File: src/rtl/itp_pkg.sv
// ============================================================================
// itp_pkg
// Shared types, constants and helper functions for the infix to postfix
// converter: item structs, stack symbol codes, error codes and priorities.
// ============================================================================
package itp_pkg;

    // Stack sizing
    localparam int STACK_DEPTH = 16;
    localparam int ADDR_W      = $clog2(STACK_DEPTH);
    localparam int CNT_W       = $clog2(STACK_DEPTH + 1);
    localparam int SYM_W       = 3;

    // Results one item may cause
    localparam int MAX_RESULTS = 16;
    localparam int EMIT_W      = $clog2(MAX_RESULTS + 1);

    // ASCII codes
    localparam logic [7:0] CH_OPEN  = 8'h28;
    localparam logic [7:0] CH_CLOSE = 8'h29;
    localparam logic [7:0] CH_MUL   = 8'h2A;
    localparam logic [7:0] CH_PLUS  = 8'h2B;
    localparam logic [7:0] CH_MINUS = 8'h2D;
    localparam logic [7:0] CH_DIV   = 8'h2F;
    localparam logic [7:0] CH_D0    = 8'h30;
    localparam logic [7:0] CH_D9    = 8'h39;
    localparam logic [7:0] CH_UA    = 8'h41;
    localparam logic [7:0] CH_UZ    = 8'h5A;
    localparam logic [7:0] CH_LA    = 8'h61;
    localparam logic [7:0] CH_LZ    = 8'h7A;
    localparam logic [7:0] CH_NUL   = 8'h00;

    // Stack symbol codes
    typedef enum logic [SYM_W-1:0] {
        SYM_NONE  = 3'd0,
        SYM_OPEN  = 3'd1,
        SYM_PLUS  = 3'd2,
        SYM_MINUS = 3'd3,
        SYM_MUL   = 3'd4,
        SYM_DIV   = 3'd5
    } sym_t;

    // Sticky error codes
    typedef enum logic [2:0] {
        ERR_OK    = 3'd0,
        ERR_CLOSE = 3'd1,
        ERR_OPEN  = 3'd2,
        ERR_OVF   = 3'd3,
        ERR_BAD   = 3'd4
    } err_t;

    // Kind of item being worked on
    typedef enum logic [1:0] {
        MODE_CHAR  = 2'd0,
        MODE_CLOSE = 2'd1,
        MODE_OPER  = 2'd2,
        MODE_END   = 2'd3
    } mode_t;

    typedef struct packed {
        logic [7:0] char_code;
        logic       is_end;
    } in_item_t;

    typedef struct packed {
        logic [7:0] out_char;
        logic       char_valid;
        logic       run_last;
        logic       expr_done;
        logic [2:0] error_code;
    } out_item_t;

    // Controller requests to the output stage
    typedef struct packed {
        logic       emit;        // load pending, push old pending
        logic       flush;       // push pending (if any)
        logic       flush_last;  // run_last for the flushed item
        logic       close;       // push the closing item
        logic [7:0] chr;
        err_t       err;
    } out_req_t;

    // Output stage status
    typedef struct packed {
        logic pend_valid;
        logic out_free;
    } out_stat_t;

    function automatic logic is_alnum(input logic [7:0] c);
        return (c inside {[CH_D0:CH_D9], [CH_UA:CH_UZ], [CH_LA:CH_LZ]});
    endfunction

    function automatic sym_t classify(input logic [7:0] c);
        case (c)
            CH_OPEN:  return SYM_OPEN;
            CH_PLUS:  return SYM_PLUS;
            CH_MINUS: return SYM_MINUS;
            CH_MUL:   return SYM_MUL;
            CH_DIV:   return SYM_DIV;
            default:  return SYM_NONE;
        endcase
    endfunction

    function automatic logic [7:0] sym_char(input sym_t s);
        case (s)
            SYM_OPEN:  return CH_OPEN;
            SYM_PLUS:  return CH_PLUS;
            SYM_MINUS: return CH_MINUS;
            SYM_MUL:   return CH_MUL;
            SYM_DIV:   return CH_DIV;
            default:   return CH_NUL;
        endcase
    endfunction

    function automatic logic [1:0] sym_prio(input sym_t s);
        case (s)
            SYM_PLUS, SYM_MINUS: return 2'd1;
            SYM_MUL, SYM_DIV:    return 2'd2;
            default:             return 2'd0;
        endcase
    endfunction

    // Keep only the first error of an expression
    function automatic err_t set_err(input err_t cur, input err_t code);
        return (cur == ERR_OK) ? code : cur;
    endfunction

endpackage

File: src/rtl/infix_to_postfix_converter.sv
// ============================================================================
// infix_to_postfix_converter
// Shunting-yard infix to postfix converter, one ASCII character per item,
// with the operator stack held in a synchronous RAM.
// ============================================================================
// Usage:
//   s_ channel: one item per character (char_code) or an end marker
//   (is_end = 1). m_ channel: zero or more result items per input item;
//   run_last marks the last one. After an end marker the stack is flushed
//   and a closing item (char_valid = 0, expr_done = 1) carries the sticky
//   error code of the expression, which is then cleared.
//   Steps: an operand is loaded as the pending result, then flushed; a
//   push, a stray character or an empty-stack close is done on acceptance;
//   an item that walks the stack reads one entry per step (ST_EVAL). Then
//   the pending result is flushed (ST_FIN), and after an end marker the
//   closing item is sent (ST_DONE). The walk is set by the stack RAM: one
//   read per cycle unless the output stage stalls, read data registered.
//   One result is held back until the next is known (to set run_last); an
//   output register sits behind it. When m_ready is low the walk pauses
//   once both are full, and no new item is accepted until the current one
//   has handed all its results on.
//   Reset (aresetn low, synchronous) empties the stack, clears the error
//   and drops any result not yet taken. The RAM needs no clearing.
// ============================================================================
module infix_to_postfix_converter (
    input  logic                aclk,
    input  logic                aresetn,
    input  logic                s_valid,
    output logic                s_ready,
    input  itp_pkg::in_item_t   s_item,
    output logic                m_valid,
    input  logic                m_ready,
    output itp_pkg::out_item_t  m_item
);

    logic                        wr_en;
    logic [itp_pkg::ADDR_W-1:0]  wr_addr;
    logic [itp_pkg::SYM_W-1:0]   wr_data;
    logic                        rd_en;
    logic [itp_pkg::ADDR_W-1:0]  rd_addr;
    logic [itp_pkg::SYM_W-1:0]   rd_data;
    itp_pkg::out_req_t           req;
    itp_pkg::out_stat_t          stat;

    // Operator stack
    itp_ram #(
        .WIDTH (itp_pkg::SYM_W),
        .DEPTH (itp_pkg::STACK_DEPTH)
    ) u_stack (
        .aclk    (aclk),
        .wr_en   (wr_en),
        .wr_addr (wr_addr),
        .wr_data (wr_data),
        .rd_en   (rd_en),
        .rd_addr (rd_addr),
        .rd_data (rd_data)
    );

    // Sequencer
    itp_ctrl u_ctrl (
        .aclk    (aclk),
        .aresetn (aresetn),
        .s_valid (s_valid),
        .s_ready (s_ready),
        .s_item  (s_item),
        .wr_en   (wr_en),
        .wr_addr (wr_addr),
        .wr_data (wr_data),
        .rd_en   (rd_en),
        .rd_addr (rd_addr),
        .rd_data (rd_data),
        .req     (req),
        .stat    (stat)
    );

    // Output stage
    itp_out u_out (
        .aclk    (aclk),
        .aresetn (aresetn),
        .req     (req),
        .stat    (stat),
        .m_valid (m_valid),
        .m_ready (m_ready),
        .m_item  (m_item)
    );

    // Checks
    a_idle_no_pending: assert property (@(posedge aclk) disable iff (!aresetn)
        s_ready |-> !stat.pend_valid)
        else $error("pending result left over when taking a new item");

    a_push_needs_room: assert property (@(posedge aclk) disable iff (!aresetn)
        ((req.emit || req.flush) && stat.pend_valid) || req.close |-> stat.out_free)
        else $error("result pushed into a full output register");

    a_one_request: assert property (@(posedge aclk) disable iff (!aresetn)
        $onehot0({req.emit, req.flush, req.close}))
        else $error("conflicting output stage requests");

    a_done_is_last: assert property (@(posedge aclk) disable iff (!aresetn)
        m_valid && m_item.expr_done |-> m_item.run_last && !m_item.char_valid)
        else $error("closing item without run_last");

endmodule

File: src/rtl/itp_ram.sv
// ============================================================================
// itp_ram
// Generic single-write, single-read synchronous RAM; read data registered
// and held while no read is issued.
// ============================================================================
module itp_ram #(
    parameter int WIDTH = 8,
    parameter int DEPTH = 16
) (
    input  logic                     aclk,
    input  logic                     wr_en,
    input  logic [$clog2(DEPTH)-1:0] wr_addr,
    input  logic [WIDTH-1:0]         wr_data,
    input  logic                     rd_en,
    input  logic [$clog2(DEPTH)-1:0] rd_addr,
    output logic [WIDTH-1:0]         rd_data
);

    logic [WIDTH-1:0] mem [DEPTH];

    always_ff @(posedge aclk) begin
        if (wr_en) begin
            mem[wr_addr] <= wr_data;
        end
        if (rd_en) begin
            rd_data <= mem[rd_addr];
        end
    end

endmodule

File: src/rtl/itp_out.sv
// ============================================================================
// itp_out
// Output stage: one pending item held back until the next one is known,
// so run_last can be set, followed by the m_ output register.
// ============================================================================
module itp_out (
    input  logic                aclk,
    input  logic                aresetn,
    input  itp_pkg::out_req_t   req,
    output itp_pkg::out_stat_t  stat,
    output logic                m_valid,
    input  logic                m_ready,
    output itp_pkg::out_item_t  m_item
);

    logic              pend_valid_reg, pend_valid_next;
    logic [7:0]        pend_char_reg, pend_char_next;
    itp_pkg::err_t     pend_err_reg, pend_err_next;
    logic              out_valid_reg, out_valid_next;
    itp_pkg::out_item_t out_reg, out_next;
    logic              out_free;

    assign out_free = !out_valid_reg || m_ready;

    // Next-state logic
    always_comb begin
        pend_valid_next = pend_valid_reg;
        pend_char_next  = pend_char_reg;
        pend_err_next   = pend_err_reg;
        out_valid_next  = out_valid_reg && !m_ready;
        out_next        = out_reg;

        if (req.emit) begin
            if (pend_valid_reg) begin
                out_valid_next      = 1'b1;
                out_next.out_char   = pend_char_reg;
                out_next.char_valid = 1'b1;
                out_next.run_last   = 1'b0;
                out_next.expr_done  = 1'b0;
                out_next.error_code = 3'(pend_err_reg);
            end
            pend_valid_next = 1'b1;
            pend_char_next  = req.chr;
            pend_err_next   = req.err;
        end else if (req.flush) begin
            if (pend_valid_reg) begin
                out_valid_next      = 1'b1;
                out_next.out_char   = pend_char_reg;
                out_next.char_valid = 1'b1;
                out_next.run_last   = req.flush_last;
                out_next.expr_done  = 1'b0;
                out_next.error_code = 3'(pend_err_reg);
            end
            pend_valid_next = 1'b0;
        end else if (req.close) begin
            out_valid_next      = 1'b1;
            out_next.out_char   = itp_pkg::CH_NUL;
            out_next.char_valid = 1'b0;
            out_next.run_last   = 1'b1;
            out_next.expr_done  = 1'b1;
            out_next.error_code = 3'(req.err);
        end
    end

    // Control registers
    always_ff @(posedge aclk) begin
        if (!aresetn) begin
            pend_valid_reg <= 1'b0;
            out_valid_reg  <= 1'b0;
        end else begin
            pend_valid_reg <= pend_valid_next;
            out_valid_reg  <= out_valid_next;
        end
    end

    // Payload registers
    always_ff @(posedge aclk) begin
        pend_char_reg <= pend_char_next;
        pend_err_reg  <= pend_err_next;
        out_reg       <= out_next;
    end

    assign stat.pend_valid = pend_valid_reg;
    assign stat.out_free   = out_free;
    assign m_valid         = out_valid_reg;
    assign m_item          = out_reg;

endmodule

File: src/rtl/itp_ctrl.sv
// ============================================================================
// itp_ctrl
// Shunting-yard sequencer: classifies each item, walks the operator stack in
// RAM one entry per cycle unless stalled, and drives the output stage.
// ============================================================================
module itp_ctrl (
    input  logic                            aclk,
    input  logic                            aresetn,
    input  logic                            s_valid,
    output logic                            s_ready,
    input  itp_pkg::in_item_t               s_item,
    output logic                            wr_en,
    output logic [itp_pkg::ADDR_W-1:0]      wr_addr,
    output logic [itp_pkg::SYM_W-1:0]       wr_data,
    output logic                            rd_en,
    output logic [itp_pkg::ADDR_W-1:0]      rd_addr,
    input  logic [itp_pkg::SYM_W-1:0]       rd_data,
    output itp_pkg::out_req_t               req,
    input  itp_pkg::out_stat_t              stat
);

    typedef enum logic [3:0] {
        ST_IDLE = 4'b0001,
        ST_EVAL = 4'b0010,
        ST_FIN  = 4'b0100,
        ST_DONE = 4'b1000
    } state_t;

    state_t                      state_reg, state_next;
    logic [itp_pkg::CNT_W-1:0]   count_reg, count_next;
    itp_pkg::err_t               err_reg, err_next;
    itp_pkg::mode_t              mode_reg, mode_next;
    itp_pkg::sym_t               sym_reg, sym_next;
    logic [itp_pkg::EMIT_W-1:0]  nemit_reg, nemit_next;

    logic                        accept;
    logic                        eval_go;
    itp_pkg::sym_t               in_sym;
    itp_pkg::sym_t               top_sym;
    logic [itp_pkg::CNT_W-1:0]   cnt_dec;
    logic                        stack_full;

    assign s_ready    = (state_reg == ST_IDLE);
    assign accept     = s_valid && s_ready;
    assign in_sym     = itp_pkg::classify(s_item.char_code);
    assign top_sym    = itp_pkg::sym_t'(rd_data);
    assign cnt_dec    = count_reg - 1'b1;
    assign stack_full = (count_reg >= itp_pkg::CNT_W'(itp_pkg::STACK_DEPTH));
    // A new emit may push the old pending item, so the output must be free
    assign eval_go    = !stat.pend_valid || stat.out_free;

    // Sequencer
    always_comb begin
        state_next = state_reg;
        count_next = count_reg;
        err_next   = err_reg;
        mode_next  = mode_reg;
        sym_next   = sym_reg;
        nemit_next = nemit_reg;

        wr_en   = 1'b0;
        wr_addr = count_reg[itp_pkg::ADDR_W-1:0];
        wr_data = sym_reg;
        rd_en   = 1'b0;
        rd_addr = cnt_dec[itp_pkg::ADDR_W-1:0];

        req            = '0;
        req.chr        = itp_pkg::sym_char(top_sym);
        req.err        = err_reg;
        req.flush_last = (mode_reg != itp_pkg::MODE_END);

        case (state_reg)
            ST_IDLE: begin
                nemit_next = '0;
                sym_next   = in_sym;
                if (accept) begin
                    if (s_item.is_end) begin
                        mode_next = itp_pkg::MODE_END;
                        if (count_reg != '0) begin
                            rd_en      = 1'b1;
                            state_next = ST_EVAL;
                        end else begin
                            state_next = ST_FIN;
                        end
                    end else if (itp_pkg::is_alnum(s_item.char_code)) begin
                        // Operand: goes straight to pending
                        mode_next  = itp_pkg::MODE_CHAR;
                        req.emit   = 1'b1;
                        req.chr    = s_item.char_code;
                        state_next = ST_FIN;
                    end else if (s_item.char_code == itp_pkg::CH_CLOSE) begin
                        mode_next = itp_pkg::MODE_CLOSE;
                        if (count_reg != '0) begin
                            rd_en      = 1'b1;
                            state_next = ST_EVAL;
                        end else begin
                            err_next = itp_pkg::set_err(err_reg, itp_pkg::ERR_CLOSE);
                        end
                    end else if (in_sym == itp_pkg::SYM_NONE) begin
                        err_next = itp_pkg::set_err(err_reg, itp_pkg::ERR_BAD);
                    end else if (in_sym == itp_pkg::SYM_OPEN) begin
                        if (stack_full) begin
                            err_next = itp_pkg::set_err(err_reg, itp_pkg::ERR_OVF);
                        end else begin
                            wr_en      = 1'b1;
                            wr_data    = in_sym;
                            count_next = count_reg + 1'b1;
                        end
                    end else begin
                        mode_next = itp_pkg::MODE_OPER;
                        if (count_reg != '0) begin
                            rd_en      = 1'b1;
                            state_next = ST_EVAL;
                        end else begin
                            wr_en      = 1'b1;
                            wr_data    = in_sym;
                            count_next = count_reg + 1'b1;
                        end
                    end
                end
            end

            ST_EVAL: begin
                if (eval_go) begin
                    case (mode_reg)
                        itp_pkg::MODE_END: begin
                            count_next = cnt_dec;
                            if (top_sym == itp_pkg::SYM_OPEN) begin
                                err_next = itp_pkg::set_err(err_reg, itp_pkg::ERR_OPEN);
                            end else if (nemit_reg <
                                         itp_pkg::EMIT_W'(itp_pkg::MAX_RESULTS - 1)) begin
                                req.emit   = 1'b1;
                                nemit_next = nemit_reg + 1'b1;
                            end else begin
                                err_next = itp_pkg::set_err(err_reg, itp_pkg::ERR_OVF);
                            end
                            if (cnt_dec != '0) begin
                                rd_en   = 1'b1;
                                rd_addr = itp_pkg::ADDR_W'(cnt_dec - 1'b1);
                            end else begin
                                state_next = ST_FIN;
                            end
                        end

                        itp_pkg::MODE_CLOSE: begin
                            count_next = cnt_dec;
                            if (top_sym == itp_pkg::SYM_OPEN) begin
                                state_next = ST_FIN;
                            end else begin
                                if (nemit_reg < itp_pkg::EMIT_W'(itp_pkg::MAX_RESULTS)) begin
                                    req.emit   = 1'b1;
                                    nemit_next = nemit_reg + 1'b1;
                                end
                                if (cnt_dec != '0) begin
                                    rd_en   = 1'b1;
                                    rd_addr = itp_pkg::ADDR_W'(cnt_dec - 1'b1);
                                end else begin
                                    // Stack ran dry with no open paren
                                    err_next   = itp_pkg::set_err(err_reg,
                                                                  itp_pkg::ERR_CLOSE);
                                    state_next = ST_FIN;
                                end
                            end
                        end

                        itp_pkg::MODE_OPER: begin
                            if (itp_pkg::sym_prio(top_sym) >= itp_pkg::sym_prio(sym_reg)) begin
                                // Pop the top, keep walking or push into its slot
                                if (nemit_reg < itp_pkg::EMIT_W'(itp_pkg::MAX_RESULTS)) begin
                                    req.emit   = 1'b1;
                                    nemit_next = nemit_reg + 1'b1;
                                end
                                if (cnt_dec != '0) begin
                                    count_next = cnt_dec;
                                    rd_en      = 1'b1;
                                    rd_addr    = itp_pkg::ADDR_W'(cnt_dec - 1'b1);
                                end else begin
                                    wr_en      = 1'b1;
                                    wr_addr    = cnt_dec[itp_pkg::ADDR_W-1:0];
                                    state_next = ST_FIN;
                                end
                            end else begin
                                // Top binds looser: push above it
                                if (stack_full) begin
                                    err_next = itp_pkg::set_err(err_reg, itp_pkg::ERR_OVF);
                                end else begin
                                    wr_en      = 1'b1;
                                    count_next = count_reg + 1'b1;
                                end
                                state_next = ST_FIN;
                            end
                        end

                        default: begin
                            state_next = ST_FIN;
                        end
                    endcase
                end
            end

            ST_FIN: begin
                // Release the pending item with its run_last flag
                if (!stat.pend_valid || stat.out_free) begin
                    req.flush  = 1'b1;
                    state_next = (mode_reg == itp_pkg::MODE_END) ? ST_DONE : ST_IDLE;
                end
            end

            ST_DONE: begin
                if (stat.out_free) begin
                    req.close  = 1'b1;
                    count_next = '0;
                    err_next   = itp_pkg::ERR_OK;
                    state_next = ST_IDLE;
                end
            end

            default: begin
                state_next = ST_IDLE;
            end
        endcase
    end

    // Control registers
    always_ff @(posedge aclk) begin
        if (!aresetn) begin
            state_reg <= ST_IDLE;
            count_reg <= '0;
            err_reg   <= itp_pkg::ERR_OK;
        end else begin
            state_reg <= state_next;
            count_reg <= count_next;
            err_reg   <= err_next;
        end
    end

    // Per-item working registers
    always_ff @(posedge aclk) begin
        mode_reg  <= mode_next;
        sym_reg   <= sym_next;
        nemit_reg <= nemit_next;
    end

endmodule
File: config.mk
export PLATFORM = sky130hd
export DESIGN_NAME = infix_to_postfix_converter
export DESIGN_NICKNAME = d
export VERILOG_FILES = /design/src/rtl/itp_pkg.sv /design/src/rtl/infix_to_postfix_converter.sv /design/src/rtl/itp_ram.sv /design/src/rtl/itp_out.sv /design/src/rtl/itp_ctrl.sv
export SDC_FILE = /design/constraint.sdc
export NUM_CORES = 1
export LEC_CHECK = 0
export ABC_CLOCK_PERIOD_IN_PS = 10350
export BUFFER_PORTS_ARGS = -buffer_cell sky130_fd_sc_hd__buf_2
export CAP_MARGIN = 0
export CORE_MARGIN = 4
export CORE_UTILIZATION = 51
export CTS_CLUSTER_DIAMETER = 80
export CTS_CLUSTER_SIZE = 30
export DETAILED_ROUTE_END_ITERATION = 6
export GPL_TIMING_DRIVEN = 1
export PLACE_DENSITY = 0.79
export SYNTH_ARGS = -nofsm -noshare
export SYNTH_HDL_FRONTEND = slang
export SYNTH_SLANG_ARGS = --single-unit
export TNS_END_PERCENT = 100
File: constraint.sdc
create_clock -name aclk -period 10.35 [get_ports aclk]
set_input_delay 0.5175 -clock aclk [delete_from_list [all_inputs] [get_ports aclk]]
set_output_delay 0.5175 -clock aclk [all_outputs]
set_load 0.02 [all_outputs]
# --- Word level (Yosys, flattened, before mapping) ---
# Memories as Yosys holds them, arrays and structs flattened. A register that Yosys moved wholly into a read port is not among the register bits.
# Cells that the tools add are included.
# Widths: inputs -> output; s select.
classes:
  n_addsub: 4
  mul: 0
  div: 0
  magnitude_cmp: 10
  eq_ne: 53
  n_shift: 0
  mux: 152
  bitwise_logic: 0
  n_reduce_logical: 30
ops:
  columns: ["operator", "n"]
  rows:
  - ["$mux 4", 24]
  - ["$mux 5", 18]
  - ["$mux 3", 29]
  - ["$mux 14", 5]
  - ["$eq 8x6->1 const B", 6]
  - ["$mux 1", 44]
  - ["$mux 8", 4]
  - ["$pmux 5 s3", 2]
  - ["$pmux 6 s5", 1]
  - ["$pmux 4 s3", 2]
  - ["$mux 2", 10]
  - ["$pmux 5 s2", 2]
  - ["$ne 3x3->1 const B", 6]
  - ["$pmux 3 s3", 2]
  - ["$ge 8x7->1 const B", 2]
  - ["$le 8x7->1 const B", 2]
  - ["$pmux 4 s4", 1]
  - ["$pmux 3 s5", 1]
  - ["$reduce_and 15->1", 1]
  - ["$eq 3x2->1 const B", 4]
  - ["$eq 3x3->1 const B", 4]
  - ["$ne 2x2->1 const B", 6]
  - ["$ne 4x2->1 const B", 3]
  - ["$ne 4x4->1 const B", 3]
  - ["36 further kinds", 67]
totals:
  register_bits: 49
  latchBits: 0
  ram_bits: 48
  mem_bits_ro: 0
  out_inout_bits: 16
  n_memories: 1
memory_table:
  columns: ["memory", "words", "width", "read_ports", "rd_clocked_by_memory_dff", "write_ports", "line_no", "rtl"]
  rows:
  - ["u_stack.mem", 16, 3, 1, 1, 1, "itp_ram.sv:19", "logic [WIDTH-1:0] mem [DEPTH];"]

# --- Longest topological paths before layout ---
depth:
  ltp_word: 13
  mapped_depth: 13
  depth_no_buf: 11

# --- Hierarchy ---
# A second synthesis with hierarchy kept.
hier_totals:
  hier_cells: 483
  area_unflattened_um2: 5607.9
by_module_without_submodules:
  columns: ["mod", "instances", "cells_each", "area_each_um2"]
  rows:
  - ["itp_ctrl", 1, 327, 2605.0]
  - ["itp_ram", 1, 103, 2042.0]
  - ["itp_out", 1, 53, 960.9]

# --- Worst setup path after synthesis ---
# Ideal clock, no wire load.
synth_path:
  kind: "in2reg"
  from: "in s_item[1] (netlist bit)"
  to: "reg u_out.out_reg (netlist bit u_out.m_item[0]), enable pin"
  t_arrival_ns: 3.243
  required_time_ns: 9.960
  path_slack_ns: 6.717
  cell_stages: 10
  n_path_buf: 3
  cell_sequence: "clkbuf_1 -> a21bo_2 -> a22o_1 -> a211oi_1 -> nor3b_1 -> a31oi_1 -> and2_1 -> clkbuf_1 -> clkbuf_1 -> o22ai_1"
synth_between:
  elab_chain_cells: 9
  elab_cells_between_ends: 17
  cone_classes: "order compare (6); eq/ne (1); mux (4); reduce/logical (6)"
synth_rtl:
  columns: ["item", "line_no", "rtl"]
  rows:
  - ["from (decl)", "infix_to_postfix_converter.sv:30", "input itp_pkg::in_item_t s_item,"]
  - ["$ge 8x6->1 (tied with other cells)", "itp_pkg.sv:90", "return (c inside {[CH_D0:CH_D9], [CH_UA:CH_UZ], [CH_LA:CH_LZ]});"]
  - ["$logic_and 1x1->1", "itp_pkg.sv:90", null]
  - ["$reduce_bool 3->1 *", "itp_pkg.sv:90", null]
  - ["$mux 1 *", "itp_ctrl.sv:85", "end else if (itp_pkg::is_alnum(s_item.char_code)) begin"]
  - ["$mux 1 *", "itp_ctrl.sv:77", "if (s_item.is_end) begin"]
  - ["$mux 1 *", "itp_ctrl.sv:76", "if (accept) begin"]
  - ["$pmux 1 s2 *", "itp_ctrl.sv:72", "case (state_reg)"]
  - ["$ne 2x1->1 (no source line) or $reduce_bool 3->1 (tied branches)", null, null]
  - ["$reduce_and 3->1 (no source line) *", null, null]
  - ["to (signal assigned)", "itp_out.sv:80", "out_reg <= out_next;"]
  - ["to (decl)", "itp_out.sv:20", "itp_pkg::out_item_t out_reg, out_next;"]
# Mark *: on every way between the ends. The rest lies on a longest branch, timed or not.
# A chain may end at the register's enable or synchronous reset.

# --- Worst setup path in the final report ---
layout_path:
  from: "in s_item[1] (netlist bit)"
  to: "reg u_out.out_reg (netlist bit u_out.m_item[11]), enable pin"
# Same word-level chain as after synthesis.

==> impl_metrics.yaml <==
outcome:
  status: "finished clean"
clock_tree:
  clock_sinks: 100
  hold_buffers: 0
  numCtsBuffers: 9
  h-tree-depth: 3
  root_buffer: "clkbuf_8"
  postCtsSetupRepairBufs: 0
  clock_latency_ns: 0.38
  clk_pin_slew_worst_paths_ns: 0.10
  ctsResizeCount: 0
  cts_tree: "built"
  clockBufferDepth: 2
setup_path:
  critPathArrivalTime_ns: 4.33
  timing.rr.start: "u_ctrl.state_reg[0]$_SDFFE_PN1P_"
  ff2ff_path_depth: 7
  start_kind: "primary input"
  r2r_setup_slack_ns: 6.16
  path_class: "in2reg"
  r2r_end: "u_out.m_item[11]$_DFFE_PP_"
  end_kind: "flop"
  critPathMaxStageDelay_ns: 1.03
  crit_fanout: 15
  crit_required_ns: 10.35
  crit_path_top_delay_cell: "nor3b_1"
  crit_chain: "buf_2 -> a21bo_2 -> a22o_1 -> a211oi_1 -> nor3b_1 -> a31oi_1 -> and2_1 -> o22ai_1"
detailed_routing:
  drt_pass1_iterations: 5
  antenna_left: 0
  wl_um: 12500
  drtIter0Drc: 419
  routedWlPerCell_um: 18.2
  vias: 4159
  drcViolationCount: 0
  avgViaCountPerCell: 6.07
sta:
  max_freq_mhz: 231
  skew_ns: 0.00952
  finalHoldViolCount: 0
  tightest_slew_ns: 1.28
  final-setup-viol-count: 0
  drv_slew: 0
  finalWorstSetupSlack_ns: 6.01
  grt_setup_unrepaired: "no"
  maxSlewHeadroom_pct: 14.4
  fin_tns_setup_ns: 0
  period_minus_slack_ns: 4.34
  period_share_pct: 41.9
final_layout:
  largest_reg_flops: 48
  area_growth_pct: 7.24
  regArea_um2: 2860
  antenna_cells: 0
  final_nets: 570
  final.fill_count: 870
  final_cells: 685
  drive_gt1_share_pct: 12.9
  multi_input_area_um2: 2510
floorplan:
  dieArea_um2: 12700
  ios: 29
  rows: 37
  die_w_um: 113
  die_h_um: 113
  start_util_pct: 53.1
  core-area_um2: 10500
synthesis:
  synthFlopType: "edfxtp_1"
  ys_top_cells_by_area: "edfxtp_1, dfxtp_1, mux2i_1"
  synth-seq-cells: 100
  yosysMostFrequentCell: "edfxtp_1"
  syn_nets: 558
  syn_inst: 532
  yosysTopAreaCell: "edfxtp_1"
  async_reset_ff_share_pct: 0
  ys_warn_count: 0
  syn_area_um2: 5580
  synth_top_area_share_pct: 46.3
  synth_common_cells: "edfxtp_1, nor2_1, nand2_1"
  avgSynthCellArea_um2: 10.5
  synth_edf_count: 86
  synth_cell_types: 64
  synth-seq-area-share_pct: 51.3
run:
  maxCapViolations: 0
global_route:
  grtUsageTotal_pct: 19.9
  grt_pass1_vias: 4046
  grt_pass1_wl_um: 20100
  grt_max_degree: 31
  grt_antenna_before_repair: 0
  grt-ovfl-total: 0
worst_hold_path:
  min_to: "u_out.pend_char_reg[6]$_SDFFCE_PP0P_"
  min_path_type: "in2reg"
  min_path_cells: 2
  hold_start: "s_item[7]"
place:
  dp_hpwl_um: 9170
  post-place-ws_ns: 5.58
  dpl.cell_count: 669
  io_buffers: 28
  gp_congestion: 0.946
pwr:
  power.leakage_nw: 2.10
  power_density_nw_per_um2: 162
  vdd_drop_max_mv: 0.0823
[cell type report]
cell class / count / share of cell area [%]
Inverter: 20 / 1.25
Clock inverter: 7 / 1.30
Clock buffer: 9 / 2.07
Sequential cell: 100 / 47.8
Multi-Input combinational cell: 382 / 42.0
Tap cell: 136 / 2.84
Timing Repair Buffer: 31 / 2.72
[layout by cell type (no fill, tap or decap), types with 4 or more instances in the layout]
| cell type | Yosys | final |
|---|---|---|
| a211o_1 | 4 | 4 |
| a211oi_1 | 8 | 8 |
| a21oi_1 | 32 | 32 |
| a31oi_1 | 6 | 6 |
| and2_1 | 6 | 6 |
| and3_1 | 5 | 5 |
| buf_2 | 2 | 28 |
| clkbuf_8 | 0 | 9 |
| dfxtp_1 | 14 | 14 |
| edfxtp_1 | 86 | 86 |
| ha_1 | 13 | 13 |
| inv_1 | 19 | 19 |
| mux2_2 | 12 | 12 |
| mux2i_1 | 24 | 24 |
| nand2_1 | 41 | 41 |
| nand2b_1 | 9 | 9 |
| nand3_1 | 10 | 10 |
| nand4_1 | 4 | 4 |
| nor2_1 | 51 | 51 |
| nor2b_1 | 30 | 30 |
| nor3_1 | 16 | 16 |
| nor3b_1 | 5 | 5 |
| o21ai_0 | 27 | 27 |
| o22ai_1 | 7 | 7 |
| or3_1 | 5 | 5 |
| xnor2_1 | 6 | 6 |
| xor2_1 | 4 | 4 |
[layer usage]
metal | global-route usage (%) | routed length (µm)
met5 | 0 | 0
met4 | 8.49 | 393
met3 | 4.10 | 870
met2 | 32.6 | 5940
met1 | 25.7 | 5260
[logic make-up (layout without fill, tap and decap cells)]
logic type / count (synthesis) / in the layout / share of synthesized area [%]
AO/OA/AOI/OAI: 124 / 124 / 15.3
XOR/XNOR: 10 / 10 / 1.57
adder cells (fa/ha/maj): 13 / 13 / 2.91
buffers and inverters: 50 / 67 / 3.81
flip-flops: 100 / 100 / 51.3
multiplexers: 36 / 36 / 6.72
other: 1 / 1 / 0.0672
AND/OR/NAND/NOR: 198 / 198 / 18.3
[through the flow]
step | utilization (%) | total power [mW] | area (µm²) | hold slack (ns)
2_1_floorplan | - | 0.675 | 5580 | 0.447
3_3_place_gp | 55.0 | 0.721 | 5780 | 0.491
3_5_place_dp | 55.0 | 0.729 | 5780 | 0.501
4_1_cts | 57.0 | 0.974 | 5990 | 0.452
5_1_grt | 57.0 | 1.02 | 5990 | 0.450
6_report | 57.0 | 0.972 | 5990 | 0.462
[how the worst max path moves through the flow]
stage / startpoint / end / cells after the start
after floorplan: s_item[1] / u_out.m_item[0]$_DFFE_PP_ / 10
after global placement: s_item[1] / u_out.m_item[10]$_DFFE_PP_ / 8
after detailed placement: s_item[1] / u_out.m_item[2]$_DFFE_PP_ / 8
after CTS: s_item[1] / u_out.m_item[6]$_DFFE_PP_ / 8
after global routing: s_item[1] / u_out.m_item[6]$_DFFE_PP_ / 8
final: s_item[1] / u_out.m_item[11]$_DFFE_PP_ / 8
[worst max-delay path: cells and delay by family]
| family | cells | cell delay (ns) |
|---|---|---|
| simple gates | 2 | 1.41 |
| buf+inv | 1 | 0.17 |
| compound gates | 5 | 2.23 |
[report_power, final]
part	switching, mW	internal, mW	total (mW)
Clock	0.154	0.0952	0.249
Sequential	0.0210	0.478	0.499
Combinational	0.139	0.0854	0.225
Total	0.314	0.658	0.972
(Power assumes the default switching activity.)
